--- config.mk ---
export PLATFORM = sky130hd
export DESIGN_NAME = swap_slot_bitmap_allocator_top
export DESIGN_NICKNAME = d
export VERILOG_FILES = /design/src/rtl/ssba_pkg.sv /design/src/rtl/ssba_ctrl.sv /design/src/rtl/ssba_dpath.sv /design/src/rtl/swap_slot_bitmap_allocator_top.sv
export SDC_FILE = /design/constraint.sdc
export NUM_CORES = 1
export LEC_CHECK = 0
export BUFFER_PORTS_ARGS = -buffer_cell sky130_fd_sc_hd__buf_2
export CAP_MARGIN = 20
export CELL_PAD_IN_SITES_DETAIL_PLACEMENT = 0
export CELL_PAD_IN_SITES_GLOBAL_PLACEMENT = 1
export CORE_ASPECT_RATIO = 2
export CORE_MARGIN = 3
export CORE_UTILIZATION = 35
export CTS_CLUSTER_SIZE = 8
export DETAILED_ROUTE_END_ITERATION = 10
export PLACE_DENSITY = 0.66
export SYNTH_ARGS = -nofsm -noshare
export SYNTH_HDL_FRONTEND = slang
export SYNTH_SLANG_ARGS = --single-unit
--- constraint.sdc ---
create_clock -name i_clk -period 8.3 [get_ports i_clk]
set_input_delay 1.66 -clock i_clk [delete_from_list [all_inputs] [get_ports i_clk]]
set_output_delay 1.66 -clock i_clk [all_outputs]
set_load 0.01 [all_outputs]
--- src/rtl/ssba_pkg.sv ---
// ----------------------------------------------------------------------------
// Swap slot allocator package
// Shared field widths, operation and status codes, and the command and
// status bundles between the controller and the datapath.
// ----------------------------------------------------------------------------
package ssba_pkg;

    // Field widths of the request and result transactions.
    localparam int OP_W     = 1;
    localparam int SLOT_W   = 10;
    localparam int ADDR_W   = 32;
    localparam int STATUS_W = 2;
    localparam int SECTOR_W = 13;

    // Width of the usable slot count register and its reset value.
    localparam int CNT_W     = 11;
    localparam int CNT_RESET = 1024;

    // Internal slot index wide enough for any count the register can hold.
    localparam int IDX_W = CNT_W;

    // Occupancy map row: 32 slots per memory word.
    localparam int MAP_W = 32;
    localparam int LOG_W = 5;

    // Request operations.
    localparam logic [OP_W-1:0] OP_SWAP_OUT = 1'b0;
    localparam logic [OP_W-1:0] OP_SWAP_IN  = 1'b1;

    // Result status codes.
    localparam logic [STATUS_W-1:0] ST_OK       = 2'd0;
    localparam logic [STATUS_W-1:0] ST_NO_FREE  = 2'd1;
    localparam logic [STATUS_W-1:0] ST_BAD_SLOT = 2'd2;

    // Commands from the controller to the datapath.
    typedef struct packed {
        logic clr_wr;     // write a zero row and step the row pointer
        logic accept;     // capture the request
        logic rd_en;      // read the current map row
        logic scan_next;  // move the scan to the next row
        logic commit;     // write back the updated row
        logic emit;       // load one sector result
        logic emit_err;   // load the error result
    } t_cmd;

    // Status from the datapath to the controller.
    typedef struct packed {
        logic clr_done;   // clearing pass is on the last row
        logic is_in;      // captured request is a swap in
        logic row_past;   // current row lies wholly beyond the usable count
        logic found;      // free slot found, or swap-in slot is valid
        logic out_free;   // output register can take a result this cycle
        logic emit_last;  // next sector result is the final one
    } t_sts;

endpackage

--- src/rtl/ssba_ctrl.sv ---
// ----------------------------------------------------------------------------
// Swap slot allocator controller
// Sequences the clearing pass, the row-by-row map scan, the row write-back
// and the emission of sector or error results.
// ----------------------------------------------------------------------------
module ssba_ctrl (
    input  logic          i_clk,
    input  logic          i_rst_n,
    input  logic          i_s_tvalid,
    output logic          o_s_tready,
    input  ssba_pkg::t_sts i_sts,
    output ssba_pkg::t_cmd o_cmd
);
    import ssba_pkg::*;

    localparam logic [2:0] S_CLEAR = 3'd0;
    localparam logic [2:0] S_IDLE  = 3'd1;
    localparam logic [2:0] S_READ  = 3'd2;
    localparam logic [2:0] S_EVAL  = 3'd3;
    localparam logic [2:0] S_EMIT  = 3'd4;
    localparam logic [2:0] S_ERROR = 3'd5;

    logic [2:0] r_state;
    logic [2:0] n_state;

    // State register; reset starts the clearing pass over the map.
    always_ff @(posedge i_clk) begin
        if (!i_rst_n) begin
            r_state <= S_CLEAR;
        end else begin
            r_state <= n_state;
        end
    end

    // Next state and commands.
    always_comb begin
        n_state    = r_state;
        o_cmd      = '0;
        o_s_tready = 1'b0;
        case (r_state)
            S_CLEAR: begin
                o_cmd.clr_wr = 1'b1;
                if (i_sts.clr_done) begin
                    n_state = S_IDLE;
                end
            end
            S_IDLE: begin
                o_s_tready = 1'b1;
                if (i_s_tvalid) begin
                    o_cmd.accept = 1'b1;
                    n_state      = S_READ;
                end
            end
            S_READ: begin
                o_cmd.rd_en = 1'b1;
                n_state     = S_EVAL;
            end
            S_EVAL: begin
                if (i_sts.is_in) begin
                    if (i_sts.found) begin
                        o_cmd.commit = 1'b1;
                        n_state      = S_EMIT;
                    end else begin
                        n_state = S_ERROR;
                    end
                end else if (i_sts.row_past) begin
                    n_state = S_ERROR;
                end else if (i_sts.found) begin
                    o_cmd.commit = 1'b1;
                    n_state      = S_EMIT;
                end else begin
                    o_cmd.scan_next = 1'b1;
                    n_state         = S_READ;
                end
            end
            S_EMIT: begin
                if (i_sts.out_free) begin
                    o_cmd.emit = 1'b1;
                    if (i_sts.emit_last) begin
                        n_state = S_IDLE;
                    end
                end
            end
            S_ERROR: begin
                if (i_sts.out_free) begin
                    o_cmd.emit_err = 1'b1;
                    n_state        = S_IDLE;
                end
            end
            default: begin
                n_state = S_CLEAR;
            end
        endcase
    end

endmodule

--- src/rtl/ssba_dpath.sv ---
// ----------------------------------------------------------------------------
// Swap slot allocator datapath
// Holds the occupancy map memory, the usable count register, the scan
// pointers, the first-free search and the output register.
// ----------------------------------------------------------------------------
module ssba_dpath #(
    parameter int MAX_SLOTS    = 1024,
    parameter int PAGE_SECTORS = 8,
    parameter int SECTOR_BYTES = 512
) (
    input  logic                            i_clk,
    input  logic                            i_rst_n,
    input  logic                            i_cfg_wr_en,
    input  logic [ssba_pkg::CNT_W-1:0]      i_cfg_wr_data,
    input  logic [ssba_pkg::OP_W-1:0]       i_op,
    input  logic [ssba_pkg::SLOT_W-1:0]     i_slot,
    input  logic [ssba_pkg::ADDR_W-1:0]     i_frame,
    input  ssba_pkg::t_cmd                  i_cmd,
    output ssba_pkg::t_sts                  o_sts,
    input  logic                            i_m_tready,
    output logic                            o_m_tvalid,
    output logic [ssba_pkg::STATUS_W-1:0]   o_m_status,
    output logic [ssba_pkg::SLOT_W-1:0]     o_m_slot,
    output logic                            o_m_is_write,
    output logic [ssba_pkg::SECTOR_W-1:0]   o_m_sector,
    output logic [ssba_pkg::ADDR_W-1:0]     o_m_addr,
    output logic                            o_m_last
);
    import ssba_pkg::*;

    // Only slots below the largest count the register can hold are reachable.
    localparam int USED   = (MAX_SLOTS < (1 << CNT_W)) ? MAX_SLOTS : (1 << CNT_W);
    localparam int ROWS   = (USED + MAP_W - 1) / MAP_W;
    localparam int ROW_AW = (ROWS > 1) ? $clog2(ROWS) : 1;
    localparam int ROW_CW = $clog2(ROWS + 1);
    localparam int SIDX_W = (PAGE_SECTORS > 1) ? $clog2(PAGE_SECTORS) : 1;
    localparam int N_W    = CNT_W + 1;

    // Occupancy map, one bit per slot, 1 = taken.
    logic [MAP_W-1:0]  r_map [ROWS];
    logic [MAP_W-1:0]  r_rdata;

    logic [CNT_W-1:0]  r_cnt;
    logic [OP_W-1:0]   r_op;
    logic [IDX_W-1:0]  r_slot;
    logic [ADDR_W-1:0] r_addr;
    logic [ROW_CW-1:0] r_row;
    logic [ROW_CW-1:0] r_hint;
    logic [SIDX_W-1:0] r_sidx;
    logic              r_m_valid;

    logic [N_W-1:0]    w_n;
    logic [N_W-1:0]    w_base;
    logic [N_W-1:0]    w_rem;
    logic              w_past;
    logic              w_is_in;
    logic              w_free_found;
    logic [LOG_W-1:0]  w_free_idx;
    logic [LOG_W-1:0]  w_bit_sel;
    logic [LOG_W-1:0]  w_pos;
    logic              w_in_ok;
    logic [MAP_W-1:0]  w_onehot;
    logic [MAP_W-1:0]  w_wdata;
    logic              w_wr_en;
    logic              w_out_free;
    logic              w_emit_last;

    // Usable slot count, capped at what the map holds.
    always_comb begin
        if (N_W'(r_cnt) > N_W'(USED)) begin
            w_n = N_W'(USED);
        end else begin
            w_n = N_W'(r_cnt);
        end
    end

    // Position of the current row against the usable count.
    assign w_base  = N_W'({r_row, {LOG_W{1'b0}}});
    assign w_past  = (w_base >= w_n);
    assign w_rem   = w_n - w_base;
    assign w_is_in = (r_op == OP_SWAP_IN);

    // Lowest free slot in the row, ignoring slots at or above the count.
    always_comb begin
        w_free_found = 1'b0;
        w_free_idx   = '0;
        for (int b = MAP_W - 1; b >= 0; b--) begin
            if (!r_rdata[b] && (N_W'(b) < w_rem)) begin
                w_free_found = 1'b1;
                w_free_idx   = LOG_W'(b);
            end
        end
    end

    // Swap-in check: the slot must be in range and taken.
    assign w_bit_sel = r_slot[LOG_W-1:0];
    assign w_in_ok   = (N_W'(r_slot) < w_n) && r_rdata[w_bit_sel];

    // Row write-back data.
    assign w_pos    = w_is_in ? w_bit_sel : w_free_idx;
    assign w_onehot = MAP_W'(1) << w_pos;
    always_comb begin
        if (i_cmd.clr_wr) begin
            w_wdata = '0;
        end else if (w_is_in) begin
            w_wdata = r_rdata & ~w_onehot;
        end else begin
            w_wdata = r_rdata | w_onehot;
        end
    end
    assign w_wr_en = i_cmd.clr_wr || i_cmd.commit;

    // Map memory: one write or one registered read per cycle.
    always_ff @(posedge i_clk) begin
        if (w_wr_en) begin
            r_map[r_row[ROW_AW-1:0]] <= w_wdata;
        end
        if (i_cmd.rd_en) begin
            r_rdata <= r_map[r_row[ROW_AW-1:0]];
        end
    end

    assign w_out_free  = !r_m_valid || i_m_tready;
    assign w_emit_last = (r_sidx == SIDX_W'(PAGE_SECTORS - 1));

    // Status to the controller.
    always_comb begin
        o_sts.clr_done  = (r_row == ROW_CW'(ROWS - 1));
        o_sts.is_in     = w_is_in;
        o_sts.row_past  = w_past;
        o_sts.found     = w_is_in ? w_in_ok : (w_free_found && !w_past);
        o_sts.out_free  = w_out_free;
        o_sts.emit_last = w_emit_last;
    end

    // Control registers: count, row pointer, scan hint and output valid.
    always_ff @(posedge i_clk) begin
        if (!i_rst_n) begin
            r_cnt     <= CNT_W'(CNT_RESET);
            r_row     <= '0;
            r_hint    <= '0;
            r_m_valid <= 1'b0;
        end else begin
            if (i_cfg_wr_en) begin
                r_cnt <= i_cfg_wr_data;
            end
            if (i_cmd.clr_wr) begin
                r_row <= r_row + 1'b1;
            end else if (i_cmd.accept) begin
                if (i_op == OP_SWAP_IN) begin
                    r_row <= ROW_CW'(i_slot >> LOG_W);
                end else begin
                    r_row <= r_hint;
                end
            end else if (i_cmd.scan_next) begin
                r_row <= r_row + 1'b1;
                // A completely full row at the hint moves the hint past it.
                if ((&r_rdata) && (r_row == r_hint)) begin
                    r_hint <= r_row + 1'b1;
                end
            end
            if (i_cmd.commit) begin
                if (!w_is_in) begin
                    r_hint <= r_row;
                end else if (r_row < r_hint) begin
                    r_hint <= r_row;
                end
            end
            if (i_cmd.emit || i_cmd.emit_err) begin
                r_m_valid <= 1'b1;
            end else if (i_m_tready) begin
                r_m_valid <= 1'b0;
            end
        end
    end

    // Request payload and sector sequencing.
    always_ff @(posedge i_clk) begin
        if (i_cmd.accept) begin
            r_op   <= i_op;
            r_slot <= IDX_W'(i_slot);
            r_addr <= i_frame;
            r_sidx <= '0;
        end else if (i_cmd.commit && !w_is_in) begin
            r_slot <= IDX_W'({r_row, w_free_idx});
        end else if (i_cmd.emit) begin
            r_addr <= r_addr + ADDR_W'(SECTOR_BYTES);
            r_sidx <= r_sidx + 1'b1;
        end
    end

    // Output register.
    always_ff @(posedge i_clk) begin
        if (i_cmd.emit) begin
            o_m_status   <= ST_OK;
            o_m_slot     <= r_slot[SLOT_W-1:0];
            o_m_is_write <= !w_is_in;
            o_m_sector   <= SECTOR_W'(32'(r_slot) * 32'(PAGE_SECTORS) + 32'(r_sidx));
            o_m_addr     <= r_addr;
            o_m_last     <= w_emit_last;
        end else if (i_cmd.emit_err) begin
            o_m_status   <= w_is_in ? ST_BAD_SLOT : ST_NO_FREE;
            o_m_slot     <= w_is_in ? r_slot[SLOT_W-1:0] : '0;
            o_m_is_write <= 1'b0;
            o_m_sector   <= '0;
            o_m_addr     <= '0;
            o_m_last     <= 1'b1;
        end
    end

    assign o_m_tvalid = r_m_valid;

endmodule

--- src/rtl/swap_slot_bitmap_allocator_top.sv ---
// ----------------------------------------------------------------------------
// Swap slot bitmap allocator
// First-fit allocator over a one-bit-per-slot map of page-sized swap slots,
// emitting one disk command per sector of each page swapped out or in.
//
// Channel   Dir  Handshake              Payload
// s         in   i_s_tvalid/o_s_tready  tuser: operation; tdata: slot, frame
// m         out  o_m_tvalid/i_m_tready  tuser: status, is_write; tdata; tlast
// cfg       in   i_cfg_wr_en            i_cfg_wr_data: slot_count
//
// A request is accepted, then each 32-slot map row visited is read and
// evaluated, and then one result per sector is emitted (or one error result).
// Swap in visits one row; swap out scans from the lowest row that may still
// hold a free slot up to the row where one is found or the count is passed.
// After reset a clearing pass zeroes the ceil(min(MAX_SLOTS, 2048) / 32) map
// rows; no request is accepted meanwhile.
// A stalled output holds the sequencer; a new request is taken while the
// final result of the previous one waits in the output register.
// ----------------------------------------------------------------------------
module swap_slot_bitmap_allocator_top #(
    parameter int MAX_SLOTS    = 1024,
    parameter int PAGE_SECTORS = 8,
    parameter int SECTOR_BYTES = 512
) (
    input  logic                       i_clk,
    input  logic                       i_rst_n,
    input  logic                       i_cfg_wr_en,
    input  logic [ssba_pkg::CNT_W-1:0] i_cfg_wr_data,
    input  logic                       i_s_tvalid,
    output logic                       o_s_tready,
    input  logic [47:0]                i_s_tdata,   // slot [9:0], frame_address [41:10]
    input  logic [0:0]                 i_s_tuser,   // operation [0]
    output logic                       o_m_tvalid,
    input  logic                       i_m_tready,
    output logic [55:0]                o_m_tdata,   // slot_used [9:0], sector_number [22:10],
                                                    // memory_address [54:23]
    output logic [2:0]                 o_m_tuser,   // status [1:0], is_write [2]
    output logic                       o_m_tlast    // last
);
    import ssba_pkg::*;

    t_cmd                w_cmd;
    t_sts                w_sts;
    logic [STATUS_W-1:0] w_status;
    logic [SLOT_W-1:0]   w_slot;
    logic                w_is_write;
    logic [SECTOR_W-1:0] w_sector;
    logic [ADDR_W-1:0]   w_addr;

    // Sequencer.
    ssba_ctrl u_ctrl (
        .i_clk      (i_clk),
        .i_rst_n    (i_rst_n),
        .i_s_tvalid (i_s_tvalid),
        .o_s_tready (o_s_tready),
        .i_sts      (w_sts),
        .o_cmd      (w_cmd)
    );

    // Map, pointers and output register.
    ssba_dpath #(
        .MAX_SLOTS    (MAX_SLOTS),
        .PAGE_SECTORS (PAGE_SECTORS),
        .SECTOR_BYTES (SECTOR_BYTES)
    ) u_dpath (
        .i_clk         (i_clk),
        .i_rst_n       (i_rst_n),
        .i_cfg_wr_en   (i_cfg_wr_en),
        .i_cfg_wr_data (i_cfg_wr_data),
        .i_op          (i_s_tuser),
        .i_slot        (i_s_tdata[9:0]),
        .i_frame       (i_s_tdata[41:10]),
        .i_cmd         (w_cmd),
        .o_sts         (w_sts),
        .i_m_tready    (i_m_tready),
        .o_m_tvalid    (o_m_tvalid),
        .o_m_status    (w_status),
        .o_m_slot      (w_slot),
        .o_m_is_write  (w_is_write),
        .o_m_sector    (w_sector),
        .o_m_addr      (w_addr),
        .o_m_last      (o_m_tlast)
    );

    // Pack the result fields, lowest field first.
    assign o_m_tdata = {1'b0, w_addr, w_sector, w_slot};
    assign o_m_tuser = {w_is_write, w_status};

endmodule

# Yosys cells after proc, flatten, opt, wreduce, memory -nomap -nowiden
# Memory sizes are Yosys's and may differ from the RTL's. A register that Yosys moved wholly into a read port is not among the register bits.
# Index checks and enable logic that the tools add are counted.
# W data, S select, Z words.
# classes
addsub,5
magnitude_cmp,37
n_eq_ne,14
shifts,1
muxes,127
bitwise_logic,4
reduce_logical,84
# op_table
cell,count
$mux W32,7
$lt A5 B12 Y1 const A,16
$mux W5,33
$lt A4 B12 Y1 const A,8
$mux W6,11
$mux W1,55
$mux W10,5
$lt A3 B12 Y1 const A,4
$logic_and A1 B1 Y1,36
$logic_not A1 Y1,35
$add A32 B10 Y32 const B,1
$and A32 B32 Y32,1
$not A32 Y32,1
$or A32 B32 Y32,1
$reduce_and A32 Y1,1
$shl A1 B5 Y32 const A,1
$mux W13,2
$lt A1 B12 Y1 const A,2
$lt A2 B12 Y1 const A,2
$mux W3,8
$pmux W3 S6,1
$add A13 B3 Y13,1
$sub A11 B11 Y12,1
$ge A11 B11 Y1,1
23 further kinds,38
# word_totals
register_bits,133
ramBits,1024
out_inout_bits,62
mem_count,1
# memory_table
name,depth,word_bits,read_ports,rd_ports_with_merged_regs,write_ports,line,rtl
u_dpath.r_map,32,32,1,1,1,ssba_dpath.sv:40,logic [MAP_W-1:0] r_map [ROWS];

# Longest topological paths before layout
# Gate-level depths: netlist of the first run.
# depth
word_depth,49
mapped_depth,21
ltp_nobuf,16

# Hierarchy
# A second synthesis of the first run with hierarchy kept.
# unflattened
cells_unflattened,2553
hier_area_um2,48266.3
# by_module_without_submodules
mod,instances,cells_per_inst,area_per_inst_um2,seq_area_each_um2
ssba_dpath,1,2516,47949.7,35313.9
ssba_ctrl,1,34,297.8,60.1
swap_slot_bitmap_allocator_top,1,3,18.8,0.0

# Worst setup path after synthesis of the first run
# OpenSTA, ideal clock, no wires.
# synth_path
path_type,reg-to-reg
from,reg u_dpath.r_row[1]
to,mem u_dpath.r_map[0][4] (data pin)
setup_time_ps,563
arrival_ps,6393
slack_ps,1344
path_stages_with_launch,19
n_path_buf,6
synth_period_minus_slack_ps,6956
cell_sequence,dfxtp_1 -> clkbuf_1 -> clkbuf_1 -> clkbuf_1 -> inv_1 -> fa_1 -> nand3_1 -> nor4b_1 -> o221ai_1 -> buf_2 -> buf_2 -> a211oi_1 -> o22ai_1 -> a2111oi_0 -> o211ai_1 -> a221oi_2 -> o211ai_2 -> buf_2 -> o41ai_1
# synth_via
elab_chain_len,41
elab_cells_between_ends,104
# synth_lines
item,line,rtl
from (decl),ssba_dpath.sv:47,logic [ROW_CW-1:0] r_row;
from (signal assigned),ssba_dpath.sv:148,r_row <= r_row + 1'b1;
from (signal assigned),ssba_dpath.sv:151,r_row <= ROW_CW'(i_slot >> LOG_W);
from (signal assigned),ssba_dpath.sv:153,r_row <= r_hint;
$sub A11 B11 Y12 *,ssba_dpath.sv:80,assign w_rem = w_n - w_base;
$lt A5 B12 Y1,ssba_dpath.sv:88,if (!r_rdata[b] && (N_W'(b) < w_rem)) begin
$logic_and A1 B1 Y1,ssba_dpath.sv:88,
$mux W5 (31 in series),ssba_dpath.sv:88,
$mux W5 *,ssba_dpath.sv:88,
$mux W5 *,ssba_dpath.sv:100,assign w_pos = w_is_in ? w_bit_sel : w_free_idx;
$shl A1 B5 Y32 *,ssba_dpath.sv:101,assign w_onehot = MAP_W'(1) << w_pos;
$not A32 Y32,ssba_dpath.sv:106,w_wdata = r_rdata & ~w_onehot;
$and A32 B32 Y32,ssba_dpath.sv:106,
$mux W32 *,ssba_dpath.sv:105,end else if (w_is_in) begin
$mux W32 *,ssba_dpath.sv:103,if (i_cmd.clr_wr) begin
via u_dpath.w_wdata[4],ssba_dpath.sv:63,logic [MAP_W-1:0] w_wdata;
to (decl),ssba_dpath.sv:40,
# Mark *: on every way through the listed nets, which the timed path passes. The rest lies on a longest branch.

# Worst setup path after layout of the first run
# layout_path
from,reg u_dpath.r_cnt[10]
to,mem u_dpath.r_map[18][30] (data pin)
# layout_via
elab_chain_len,43
elab_cells_between_ends,106
# layout_lines
item,line,rtl
from (decl),ssba_dpath.sv:43,logic [CNT_W-1:0] r_cnt;
from (signal assigned),ssba_dpath.sv:139,r_cnt <= CNT_W'(CNT_RESET);
from (signal assigned),ssba_dpath.sv:145,r_cnt <= i_cfg_wr_data;
$gt A11 B11 Y1,ssba_dpath.sv:70,if (N_W'(r_cnt) > N_W'(USED)) begin
$mux W11 *,ssba_dpath.sv:70,
$sub A11 B11 Y12 *,ssba_dpath.sv:80,
$lt A5 B12 Y1,ssba_dpath.sv:88,
$logic_and A1 B1 Y1,ssba_dpath.sv:88,
$mux W5 (31 in series),ssba_dpath.sv:88,
$mux W5 *,ssba_dpath.sv:88,
$mux W5 *,ssba_dpath.sv:100,
$shl A1 B5 Y32 *,ssba_dpath.sv:101,
$not A32 Y32,ssba_dpath.sv:106,
$and A32 B32 Y32,ssba_dpath.sv:106,
$mux W32 *,ssba_dpath.sv:105,
$mux W32 *,ssba_dpath.sv:103,
via u_dpath.w_wdata[30],ssba_dpath.sv:63,
# Marks and branches as above.

==> results of run 1 <==
## logic make-up (layout without fill, tap and decap cells)
family	after synthesis	in the layout	synth area share (%)
simple gates	472	472	5.08
fa+ha+maj	30	30	0.795
mux	294	294	13.0
buf+inv	181	475	1.48
flops	1189	1189	73.5
other cells	1	6	0.00779
xor+xnor	27	27	0.491
compound gates	370	370	5.61
## worst paths after layout
check,to,slack [ns],cells past startpoint
hold reg to reg,u_dpath.o_m_status[1]$_SDFFE_PP0P_,0.47,2
setup / recovery,u_dpath.r_map[18][30]$_DFFE_PP_,1.57,18
hold / removal,u_dpath.o_m_status[1]$_SDFFE_PP0P_,0.47,2
setup reg to reg,u_dpath.r_map[18][30]$_DFFE_PP_,1.57,18
## layout make-up
type | count | area (sq um) | area share (%)
flip-flops and latches | 1189 | 35400 | 62.9
multi-input cells | 1194 | 12500 | 22.2
clock buffers | 208 | 4560 | 8.10
well taps | 1737 | 2170 | 3.86
repair buffers | 220 | 1420 | 2.53
inverters | 43 | 161 | 0.287
clock inverters | 4 | 50.0 | 0.0890
diodes | 5 | 12.5 | 0.0222
## metrics by stage
| stage | worst slack (ns) | hold slack, ns | cell area [sq um] | util (%) | total power [mW] |
|---|---|---|---|---|---|
| 3_3_place_gp | 1.56 | 0.472 | 51600 | 37.9 | 7.38 |
| 3_5_place_dp | 1.36 | 0.464 | 51600 | 38.0 | 7.40 |
| 2_1_floorplan | 1.34 | 0.448 | 48100 | - | 7.16 |
| 4_1_cts | 1.29 | 0.471 | 56200 | 41.3 | 13.6 |
| 6_report | 1.57 | 0.475 | 56300 | 41.4 | 13.5 |
| 5_1_grt | 1.15 | 0.476 | 56300 | 41.4 | 13.8 |
## synthesized netlist by cell type, drive strengths merged (24+ instances only)
cell type / instances
nor2: 106
mux4: 266
edfxtp: 1156
ha: 29
o21ai: 62
nand4: 49
nand2: 106
buf: 37
inv: 41
a211oi: 29
mux2i: 24
nand3: 34
and2: 59
a21oi: 43
dfxtp: 33
clkbuf: 101
nor3: 30
a22oi: 129
## routing by layer
metal | wire length, microns | GRT usage (%) | vias to the layer above
met1 | 46300 | 20.7 | 14006
met3 | 8420 | 3.19 | 353
met5 | 0 | 0 | -
li1 | - | - | 11010
met4 | 7620 | 10.2 | 0
met2 | 80400 | 38.6 | 1140
## state kept, by name, summed over array words and instances, names as in the netlist, 2 cells and up
signal	flops
u_dpath.r_row	6
u_dpath.r_sidx	3
u_dpath.r_map	1024
u_dpath.r_cnt	11
u_dpath.r_addr	32
u_dpath.o_m_addr	32
u_dpath.r_slot	11
u_dpath.o_m_slot	10
u_ctrl.r_state	3
u_dpath.o_m_status	2
u_dpath.r_hint	6
u_dpath.o_m_sector	13
u_dpath.r_rdata	32
## power by group
group / internal, mW / leakage [nW] / switching (mW) / total (mW)
Clock: 3.78 / 2.25 / 2.39 / 6.17
Sequential: 6.58 / 11.2 / 0.0303 / 6.61
Combinational: 0.283 / 4.69 / 0.384 / 0.668
## worst register-to-register path: stages, from the launching register on
cell and delay (ns):
dfxtp_1 0.57, inv_1 0.31, nand2_1 0.20, ha_1 0.21, inv_1 0.07, fa_1 0.40, xor2_1 0.16, nor3b_1 0.29
o221ai_2 0.30, buf_6 0.24, a211oi_4 0.36, nor2_1 0.14, a2111oi_0 0.62, o211ai_1 0.37, a221oi_2 0.45, o211ai_2 0.23
buf_8 0.22, nor3_1 0.20, o221a_1 0.97
==> flow_metrics.tcl, run 1 <==
set metrics [dict create \
    synthTopCellsByArea "edfxtp_1, mux4_2, a22oi_1" \
    skew_ns 0.0552 \
    arrival_ns 7.12 \
    startpoint "u_dpath.r_cnt[10]$_SDFFE_PN1P_" \
    clockBufferDepth 4 \
    die_area_sq_um 142000 \
    final_layout_size_suffix_gt1_share_pct 27.6 \
    numCtsBuffers 174 \
    async_flop_share_pct 0 \
    cp_cell_sequence "inv_1, nand2_1, ha_1, inv_1, fa_1, xor2_1, nor3b_1, o221ai_2, buf_6, a211oi_4, nor2_1, a2111oi_0, o211ai_1, a221oi_2, o211ai_2, buf_8, nor3_1, o221a_1" \
    setup-tns-final_ns 0 \
    cts.sinks 1189 \
    cts.clk_slew.worst_paths_ns 0.05 \
    h-tree-depth 4 \
    ant_nets 0 \
    mostFrequentLayoutCells "edfxtp_1, mux4_2, clkbuf_16, a22oi_1, buf_2" \
    synthesis.nets 2659 \
    synth_edf_count 1156 \
    grt_pass1_wl_mm 203 \
    outcome "completed" \
    max_stage_delay_ns 0.97 \
    finalCriticalPeriod_ns 6.73 \
    layout.nets 2917 \
    floorplan.initialDensity_pct 35.4 \
    critPathBufInv 4 \
    cts_root_buf "clkbuf_16" \
    cts_resized 0 \
    drv_cap 0 \
    die_w_microns 268 \
    fin_crit_sh_pct 81.1 \
    instances_no_fill 4600 \
    ys.warnings.count 0 \
    p_leak_nw 18.1 \
    timing.final.max_slew_violations 0 \
    place_congestion 0.861 \
    min_path_type "flop to flop" \
    ctsHoldBuffers 0 \
    layout_commonest_cell "edfxtp_1" \
    yosysUniqueCellTypes 90 \
    path_max_fanout 32 \
    grt_max_degree 141 \
    yosysSeqAreaShare_pct 73.5 \
    synth_top_cell_by_area "edfxtp_1" \
    crit_family "compound AO/OA/AOI/OAI gates" \
    io_pins 127 \
    start_kind "flop" \
    rsz0062_at_grt "no" \
    routed_wirelength_mm 143 \
    p_per_area_nw_per_um2 239 \
    criticalPathCategory "flop to flop" \
    place_inst 4380 \
    rows 191 \
    grt.total_usage_pct 20.1 \
    drt-initial-drc-count 2497 \
    fmax_ghz 0.149 \
    synth_flop_cell "edfxtp_1" \
    fp.dieH_microns 530 \
    final-setup-viol-count 0 \
    dp_hpwl_mm 82.6 \
    n_fill_cell 11876 \
    grt_overflow 0 \
    via_count 26509 \
    min-delay-start "u_dpath.o_m_status[1]$_SDFFE_PP0P_" \
    grt_antenna_before_repair 7 \
    clk_latency_ns 0.79 \
    tritoncts "yes" \
    drcViolationCount 0 \
    cp.required_ns 8.69 \
    avgRoutedWirePerCell_microns 31.0 \
    post_cts_buffers 0 \
    yosys.area.top_type_share_pct 72.1 \
    hold_viol 0 \
    worst_pin_slew_ns 1.17 \
    cpMaxStageDelayCell "o221a_1" \
    synth_area_per_cell_sq_um 18.8 \
    viasPerCell 5.76 \
    syn2layout_area_growth_pct 16.9 \
    drt_pass1_iterations 5 \
    reg2reg_from "u_dpath.r_cnt[10]$_SDFFE_PN1P_" \
    synth_area_sq_um 48100 \
    relSlewSlack_pct 22.3 \
    port_buffers 119 \
    grt_pass1_vias 28301 \
    core_sq_um 136000 \
    peakVddDrop_v 0.000149 \
    worstSetupEndpointType "flop" \
    crit_top_cell "inv_1" \
    ys_ff_latch 1189 \
    synthCells 2564 \
]
(Power assumes the default switching activity.)
==> run 2: changes to the inputs <==
==> constraint.sdc (replaced) <==
create_clock -name i_clk -period 6.5 [get_ports i_clk]
set_input_delay 1.3 -clock i_clk [delete_from_list [all_inputs] [get_ports i_clk]]
set_output_delay 1.3 -clock i_clk [all_outputs]
set_load 0.01 [all_outputs]
==> run 2 against run 1 <==
Against the previous run: via count is 1.3% higher; non-clock buffer count is 40 higher; worst hold slack worse by 0.0047 ns; highest routed layer unchanged.
==> flow_metrics.tcl, run 2 (same netlist as run 1, synthesis figures left out) <==
set metrics [dict create \
    outcome "completed" \
    path_max_fanout 32 \
    place_congestion 0.902 \
    min_path_type "flop to flop" \
    core_sq_um 136000 \
    drt-initial-drc-count 2485 \
    ctsHoldBuffers 0 \
    worst_pin_slew_ns 1.13 \
    criticalPathCategory "flop to flop" \
    cts.clk_slew.worst_paths_ns 0.05 \
    io_pins 127 \
    p_switching_mw 3.66 \
    fin_crit_sh_pct 92.7 \
    port_buffers 119 \
    cts_root_buf "clkbuf_16" \
    grt_antenna_before_repair 16 \
    avgRoutedWirePerCell_microns 31.4 \
    clk_latency_ns 0.78 \
    via_count 26853 \
    hold_viol 0 \
    grt.total_usage_pct 20.5 \
    clkPwrFrac_pct 45.9 \
    grt_pass1_vias 28449 \
    mostFrequentLayoutCells "edfxtp_1, mux4_2, clkbuf_16, a22oi_1, buf_2" \
    relSlewSlack_pct 24.8 \
    layout_commonest_cell "edfxtp_1" \
    syn2layout_area_growth_pct 18.5 \
    p_int_mw 13.6 \
    p_leak_nw 18.4 \
    tritoncts "yes" \
    start_kind "flop" \
    n_fill_cell 11730 \
    final-setup-viol-count 0 \
    skew_ns 0.0406 \
    final_layout_size_suffix_gt1_share_pct 28.8 \
    fmax_ghz 0.166 \
    hold_ws_ns 0.470 \
    cpMaxStageDelayCell "o311ai_0" \
    h-tree-depth 4 \
    ant_nets 0 \
    pwr-share-seq_pct 48.9 \
    grt_max_degree 133 \
    rsz0062_at_grt "no" \
    cp.required_ns 6.98 \
    post_cts_buffers 0 \
    largest_register_ffs 1024 \
    max_stage_delay_ns 0.68 \
    switching_share_pct 21.2 \
    drcViolationCount 0 \
    crit_family "compound AO/OA/AOI/OAI gates" \
    finalCriticalPeriod_ns 6.03 \
    grt_overflow 0 \
    drv_cap 0 \
    die_w_microns 268 \
    floorplan.initialDensity_pct 35.4 \
    peakVddDrop_v 0.000218 \
    p_per_area_nw_per_um2 302 \
    timing.final.max_slew_violations 0 \
    cts_resized 0 \
    dp_hpwl_mm 92.3 \
    fp.dieH_microns 530 \
    rows 191 \
    viasPerCell 5.78 \
    numCtsBuffers 175 \
    worstSetupEndpointType "flop" \
    arrival_ns 6.51 \
    cp_cell_sequence "inv_1, nand2_1, ha_1, inv_1, fa_1, nand3_1, nor4b_1, o221ai_2, buf_4, a211oi_1, nor2_1, o311ai_0, o211ai_1, a221oi_2, o211ai_2, buf_4, nor2_1, a221oi_2, buf_12" \
    cts.sinks 1189 \
    critPathBufInv 5 \
    drt_pass1_iterations 5 \
    finalPower_mw 17.3 \
    routed_wirelength_mm 146 \
    p_comb_share_pct 5.2 \
    layout.nets 2958 \
    clockBufferDepth 4 \
    grt_pass1_wl_mm 207 \
    die_area_sq_um 142000 \
]
run 2: cell types whose count changed in the layout (fill, tap and decap cells not counted), sizes merged:
cell	previous run	this run
diode	5	16
buf	220	260
bufinv	0	1
clkbuf	208	194
clkinv	3	9
run 2: final timing paths:
path | endpoint | from | depth (start not counted) | slack (ns)
setup / recovery | u_dpath.r_map[4][16]$_DFFE_PP_ | u_dpath.r_cnt[10]$_SDFFE_PN1P_ | 19 | 0.47
hold / removal | u_dpath.o_m_status[1]$_SDFFE_PP0P_ | u_dpath.o_m_status[1]$_SDFFE_PP0P_ | 2 | 0.47
hold reg to reg | u_dpath.o_m_status[1]$_SDFFE_PP0P_ | u_dpath.o_m_status[1]$_SDFFE_PP0P_ | 2 | 0.47
setup reg to reg | u_dpath.r_map[4][16]$_DFFE_PP_ | u_dpath.r_cnt[10]$_SDFFE_PN1P_ | 19 | 0.47
run 2: final cells by class:
class	count	area [sq um]	area share (%)
diodes	16	40.0	0.0702
clock buffers	194	4460	7.82
clock inverters	11	168	0.294
inverters	43	161	0.283
multi-input cells	1194	12500	21.9
flip-flops and latches	1189	35400	62.0
well taps	1737	2170	3.81
repair buffers	260	2160	3.79
run 2: layer usage:
layer | vias to the layer above | wire length, microns | global-route usage [%]
li1 | 11114 | - | -
met1 | 14172 | 45200 | 20.2
met2 | 1165 | 82200 | 39.1
met3 | 402 | 8150 | 3.03
met4 | 0 | 10200 | 13.5
met5 | - | 0 | 0
run 2: worst register-to-register path, stage by stage (launching register included):
cell	delay (ns)
dfxtp_1	0.32
inv_1	0.09
nand2_1	0.12
ha_1	0.19
inv_1	0.06
fa_1	0.40
nand3_1	0.13
nor4b_1	0.40
o221ai_2	0.34
buf_4	0.28
a211oi_1	0.30
nor2_1	0.07
o311ai_0	0.68
o211ai_1	0.30
a221oi_2	0.52
o211ai_2	0.27
buf_4	0.29
nor2_1	0.54
a221oi_2	0.19
buf_12	0.20
run 2: stage by stage:
step	utilization, %	setup slack [ns]	TNS, ns	std cells	cell area [sq um]
after floorplan	-	-0.456	-29.19	2564	48100
final	42.0	0.473	0	4644	57100
after detailed placement	38.5	0.549	0	4420	52300
after global routing	42.0	0.146	0	4643	57100
after CTS	41.9	0.515	0	4625	57000
after global placement	38.3	0.678	0	4410	52100
run 2: power groups by stage:
stage	Combinational [mW]	Clock [mW]	Sequential, mW
6_report	0.901	7.92	8.44
5_1_grt	0.955	8.33	8.43
2_1_floorplan	0.582	0	8.57
4_1_cts	0.912	8.05	8.44
3_3_place_gp	0.897	0	8.57
3_5_place_dp	0.907	0	8.58
